==> src/thc_pkg.sv <==
// Shared types, constants and the angle reduction used by the heading pipeline.
// No dependencies.
package thc_pkg;

	localparam int THC_CORDIC_STEPS = 16;
	localparam int THC_TAB_LEN = 24;
	localparam int THC_CW = 32;
	localparam int THC_ZW = 24;
	localparam int THC_VW = 36;
	localparam int THC_VZW = 26;
	localparam int THC_TURN = 46080;
	localparam int THC_HALF_INTERNAL = 180 * 32768;
	localparam logic signed [THC_CW-1:0] THC_GAIN = 32'sd652032874;

	localparam int THC_ATAN [THC_TAB_LEN] = '{
		1474560, 870484, 459940, 233473, 117189, 58652, 29333, 14667,
		7334, 3667, 1833, 917, 458, 229, 115, 57,
		29, 14, 7, 4, 2, 1, 0, 0
	};

	typedef struct packed {
		logic signed [THC_CW-1:0] x;
		logic signed [THC_CW-1:0] y;
		logic signed [THC_ZW-1:0] z;
		logic                     neg;
	} rot_t;

	typedef struct packed {
		logic signed [THC_VW-1:0]  x;
		logic signed [THC_VW-1:0]  y;
		logic signed [THC_VZW-1:0] z;
		logic                      zero;
	} vec_t;

	function automatic rot_t thc_rot_init(input logic signed [15:0] ang);
		logic signed [17:0] a;
		rot_t r;
		a = 18'(ang);
		r.neg = 1'b0;
		if (a > 18'sd23040) begin
			a = a - 18'sd46080;
		end else if (a < -18'sd23040) begin
			a = a + 18'sd46080;
		end
		if (a > 18'sd11520) begin
			a = a - 18'sd23040;
			r.neg = 1'b1;
		end else if (a < -18'sd11520) begin
			a = a + 18'sd23040;
			r.neg = 1'b1;
		end
		r.x = THC_GAIN;
		r.y = '0;
		r.z = THC_ZW'(a) <<< 8;
		return r;
	endfunction

endpackage

==> src/thc_rot_cell.sv <==
// One CORDIC rotation step: sine and cosine from an angle.
// Depends on thc_pkg.
module thc_rot_cell import thc_pkg::*; #(
	parameter int STEP = 0
) (
	input  logic clk,
	input  logic adv,
	input  rot_t d,
	output rot_t q
);
	localparam logic signed [THC_ZW-1:0] ATAN = THC_ZW'(THC_ATAN[STEP]);
	rot_t nxt;

	always_comb begin
		nxt.neg = d.neg;
		if (d.z >= 0) begin
			nxt.x = d.x - (d.y >>> STEP);
			nxt.y = d.y + (d.x >>> STEP);
			nxt.z = d.z - ATAN;
		end else begin
			nxt.x = d.x + (d.y >>> STEP);
			nxt.y = d.y - (d.x >>> STEP);
			nxt.z = d.z + ATAN;
		end
	end

	always_ff @(posedge clk) begin
		if (adv) begin
			q <= nxt;
		end
	end
endmodule

==> config.mk <==
export PLATFORM = sky130hd
export DESIGN_NAME = thc_rot_cell
export DESIGN_NICKNAME = d
export VERILOG_FILES = /design/src/thc_pkg.sv /design/src/thc_rot_cell.sv
export SDC_FILE = /design/constraint.sdc
export NUM_CORES = 1
export LEC_CHECK = 0
export ABC_AREA = 1
export BUFFER_PORTS_ARGS = -buffer_cell sky130_fd_sc_hd__buf_2
export CAP_MARGIN = 30
export CORE_ASPECT_RATIO = 0.9
export CORE_MARGIN = 2
export CORE_UTILIZATION = 45
export CTS_BUF_LIST = sky130_fd_sc_hd__clkbuf_8
export DETAILED_ROUTE_END_ITERATION = 10
export GPL_TIMING_DRIVEN = 0
export PLACE_DENSITY = 0.74
export SLEW_MARGIN = 15
export SYNTH_ARGS = -nofsm -noshare
export SYNTH_HDL_FRONTEND = slang
export SYNTH_SLANG_ARGS = --single-unit
==> constraint.sdc <==
create_clock -name clk -period 2.62 [get_ports clk]
set_input_delay 0.524 -clock clk [delete_from_list [all_inputs] [get_ports clk]]
set_output_delay 0.524 -clock clk [all_outputs]
set_load 0.1 [all_outputs]
Yosys cells after proc, flatten, opt, wreduce, memory -nomap -nowiden
Cells that the tools add are included.
Widths: inputs -> output; s select.
{ "op_classes": {"bitwise_logic": 0, "n_div": 0, "n_shift": 0, "n_mul": 0, "mux": 1, "eq_ne": 0, "addsub": 5, "order_cmp": 1, "n_reduce_logical": 0} }
{ "ops": {"columns": ["operator", "n"], "rows": [
  ["$mux 88", 1],
  ["$sub 32x32->32", 2],
  ["$add 32x32->32", 1],
  ["$add 24x22->24 const B", 1],
  ["$ge 24x1->1 const B", 1],
  ["$sub 24x22->24 const B", 1]
]} }
{ "word_totals": {"latchBits": 0, "reg_bits": 89, "ramBits": 0, "output_inout_bits": 89, "inputBits": 91, "rom_bits": 0, "n_memories": 0} }

Longest topological paths before layout
{ "logic_depth": {"ltp_word": 2, "ltp_mapped": 18, "depth_no_buf": 17} }

Worst setup path before layout
No wires, ideal clock.
{ "synth_path": {"kind": "input port to flip-flop", "from": "input d[24] (netlist bit)", "to": "register q[23] (netlist bit) (data pin)", "setup_time_ps": 257, "stages": 16, "t_required_ps": 2363, "path_slack_ps": -233, "arrival_ps": 2596, "cell_sequence": "inv_1 -> ha_1 -> nand3b_1 -> nor3_1 -> nand2_1 -> nand2_1 -> inv_2 -> clkbuf_1 -> ha_1 -> a21oi_1 -> nand2_1 -> a21oi_1 -> nor2_1 -> o21ai_0 -> nand2_1 -> xor2_1"} }
{ "synth_lines": {"columns": ["item", "line_no", "rtl"], "rows": [
  ["start: declaration", "thc_rot_cell.sv:8", "input rot_t d,"],
  ["end signal: assignment", "thc_rot_cell.sv:29", "q <= nxt;"],
  ["end: declaration", "thc_rot_cell.sv:9", "output rot_t q"]
]} }

==> results.yml <==
synth:
  netlist_top_cells_count: "nand2_1 (612), inv_1 (329), nand3_1 (151), nor2_1 (113), ha_1 (101)"
  ys_ff_latch: 88
  synth_fp_nets: 1869
  synth_warnings: 0
  synth_edf_count: 88
  synth_most_common_cell: "nand2_1"
  synthArstFlopShare_pct: 0
  synth.avg_cell_area_um2: 6.23
  ys.flop_type: "edfxtp_1"
  syn_inst: 1673
  synth_seq_area_share_pct: 25.4
  yosysUniqueCellTypes: 34
  synth_top_area_cell: "edfxtp_1"
  synth_top_area_share_pct: 25.4
  yosys-top-cells-area: "edfxtp_1 (25%), nand2_1 (22%), ha_1 (12%)"
  syn_area_um2: 10400
floorplanning:
  dieArea_um2: 24400
  fp-row-count: 52
  core_area_um2: 22600
  initial_core_util_pct: 46.0
  dieHeight_um: 148
  die_w_um: 164
  io_pins: 180
place:
  pre_cts_ws_ns: -0.537
  dp_hpwl_mm: 29.3
  gp_congestion: 0.939
  portBuffers: 179
cts:
  cts_sinks: 88
  htreeDepth: 3
  cts-buffers-inserted: 9
  clkTransAtPathRegs_ns: 0.10
  root_buffer: "clkbuf_8"
  cts_tree: "built"
  cts_max_path_buffers: 2
  hold_buffers: 0
layout:
  top_register: "q"
  nets: 2062
  fin_util_pct: 53.3
  filler_cell_count: 2271
  final_layout_size_suffix_gt1_share_pct: 14.5
  largest_registers: "q x88"
  diodes: 0
  largest_register_ffs: 88
  area_growth_pct: 15.7
pwr:
  p_leak_nw: 6.88
  irDropWorstVdd_uv: 416
  finalPower_mw: 6.46
  p_per_area_nw_per_um2: 536
global_route:
  antenna_found_initial: 0
  grt_pass1_vias: 10300
  grt_pass1_wl_mm: 53.8
  grt_usage_pct: 28.7
  grt_start_max_net_pins: 67
  overflow: 0
sta:
  slew_headroom_pct: 34.8
  finalHoldViolCount: 0
  fin_crit_ns: 2.55
  setup_slack_ns: 0.0710
  period_share_pct: 97.3
  setup_tns_ns: 0
  fin_hold_ws_ns: 0.314
  setup_viol: 0
  fmax_ghz: 0.392
  maxSlewViolCount: 0
  tightest_slew_ns: 0.977
route:
  routedWlPerCell_um: 16.1
  drc: 0
  drt_iter0_drc: 1032
  dr.pass1.iters: 6
  drtAntennaViolNets: 0
  num_vias: 11200
  viasPerCell: 5.15
  wl_mm: 34.8
setup_path:
  crit_path_top_delay_cell: "fa_2"
  required_ns: 2.76
  worst_setup_path_start_kind: "input pin"
  cpPeakStageDelay_ns: 0.37
  endpoint_kind: "flip-flop"
  crit_family: "simple AND/OR/NAND/NOR gates"
  crit_type: "in2reg"
  arrival_ns: 2.69
  path_buf_inv: 5
  cp_cell_sequence: "buf_2, inv_2, ha_1, nand3b_1, nor3_1, nand2_1, nand2_2, inv_4, clkbuf_16, fa_2, inv_2, nand3_2, nand2_2, nand3_2, nand2_2, nand2_1, nand2_1, a21oi_2, xor2_1"
  cp_max_fo: 6
worst_hold_path:
  min_path_type: "in2reg"
run_status:
  status: "complete, no violations"
job:
  cap_violations: 0
[placed cells by master, fill, tap and decap left out, drive strengths merged]
cell type  synthesis  layout
a21o               2       2
nor3               8       8
nand2            617     617
nor4               2       2
xor2              37      37
and3               2       2
a21oi             77      77
fa                 4       4
buf               34     216
clkinvlp           0       2
xnor2              1       1
ha               101     101
o21a               5       5
nand3b             8       8
and2               3       3
edfxtp            88      88
bufinv             0       1
nor2             118     118
a31oi              2       2
nand4             21      21
nand3            153     153
inv              331     335
o21bai            11      11
o22ai              4       4
clkbuf             7      16
o21ai             37      37
[cell type report]
cell class / instances / area (um^2) / area share (%)
Buffer: 40 / 288 / 2.39
Clock buffer: 9 / 124 / 1.03
Clock inverter: 7 / 85.1 / 0.706
Inverter: 331 / 1240 / 10.3
Multi-Input combinational cell: 1213 / 6350 / 52.7
Sequential cell: 88 / 2640 / 21.9
Tap cell: 297 / 372 / 3.08
Timing Repair Buffer: 183 / 951 / 7.89
[worst paths after layout]
path | startpoint | end | slack (ns) | cells past startpoint
setup / recovery | d[24] | q[24] | 0.07 | 19
hold / removal | d[0] | q[0] | 0.31 | 1
[per-layer routing]
metal / routed length, um / global-route usage (%)
met1: 16000 / 41.5
met2: 14700 / 44.9
met3: 3130 / 3.74
met4: 979 / 8.35
met5: 0 / 0
[timing repair]
item                       CTS  global route
gates resized for setup      4            19
setup endpoints to repair    2             2
cloned                       0             0
pin swaps                    0            11
buffers inserted             0             3
[through the flow]
step	instances	area [um^2]
6_report	2168	12100
5_1_grt	2168	12100
4_1_cts	2166	12000
3_5_place_dp	2150	11800
3_3_place_gp	2149	11700
2_1_floorplan	1673	10500
[kinds of logic (layout without fill, tap and decap cells)]
logic type / after synthesis / after routing / synth area share (%)
simple gates: 932 / 932 / 37.0
buf+inv: 372 / 570 / 14.4
compound gates: 138 / 138 / 7.13
fa+ha+maj: 105 / 105 / 12.9
flops: 88 / 88 / 25.4
xor+xnor: 38 / 38 / 3.19
[where the power goes]
group          internal (mW)  leakage (nW)  switching, mW
clock                  0.462         0.100          0.615
combinational          0.772          5.92           2.78
sequential              1.79         0.860         0.0408
total                   3.02          6.88           3.44
Note: power is estimated with default switching activity, not from simulation.
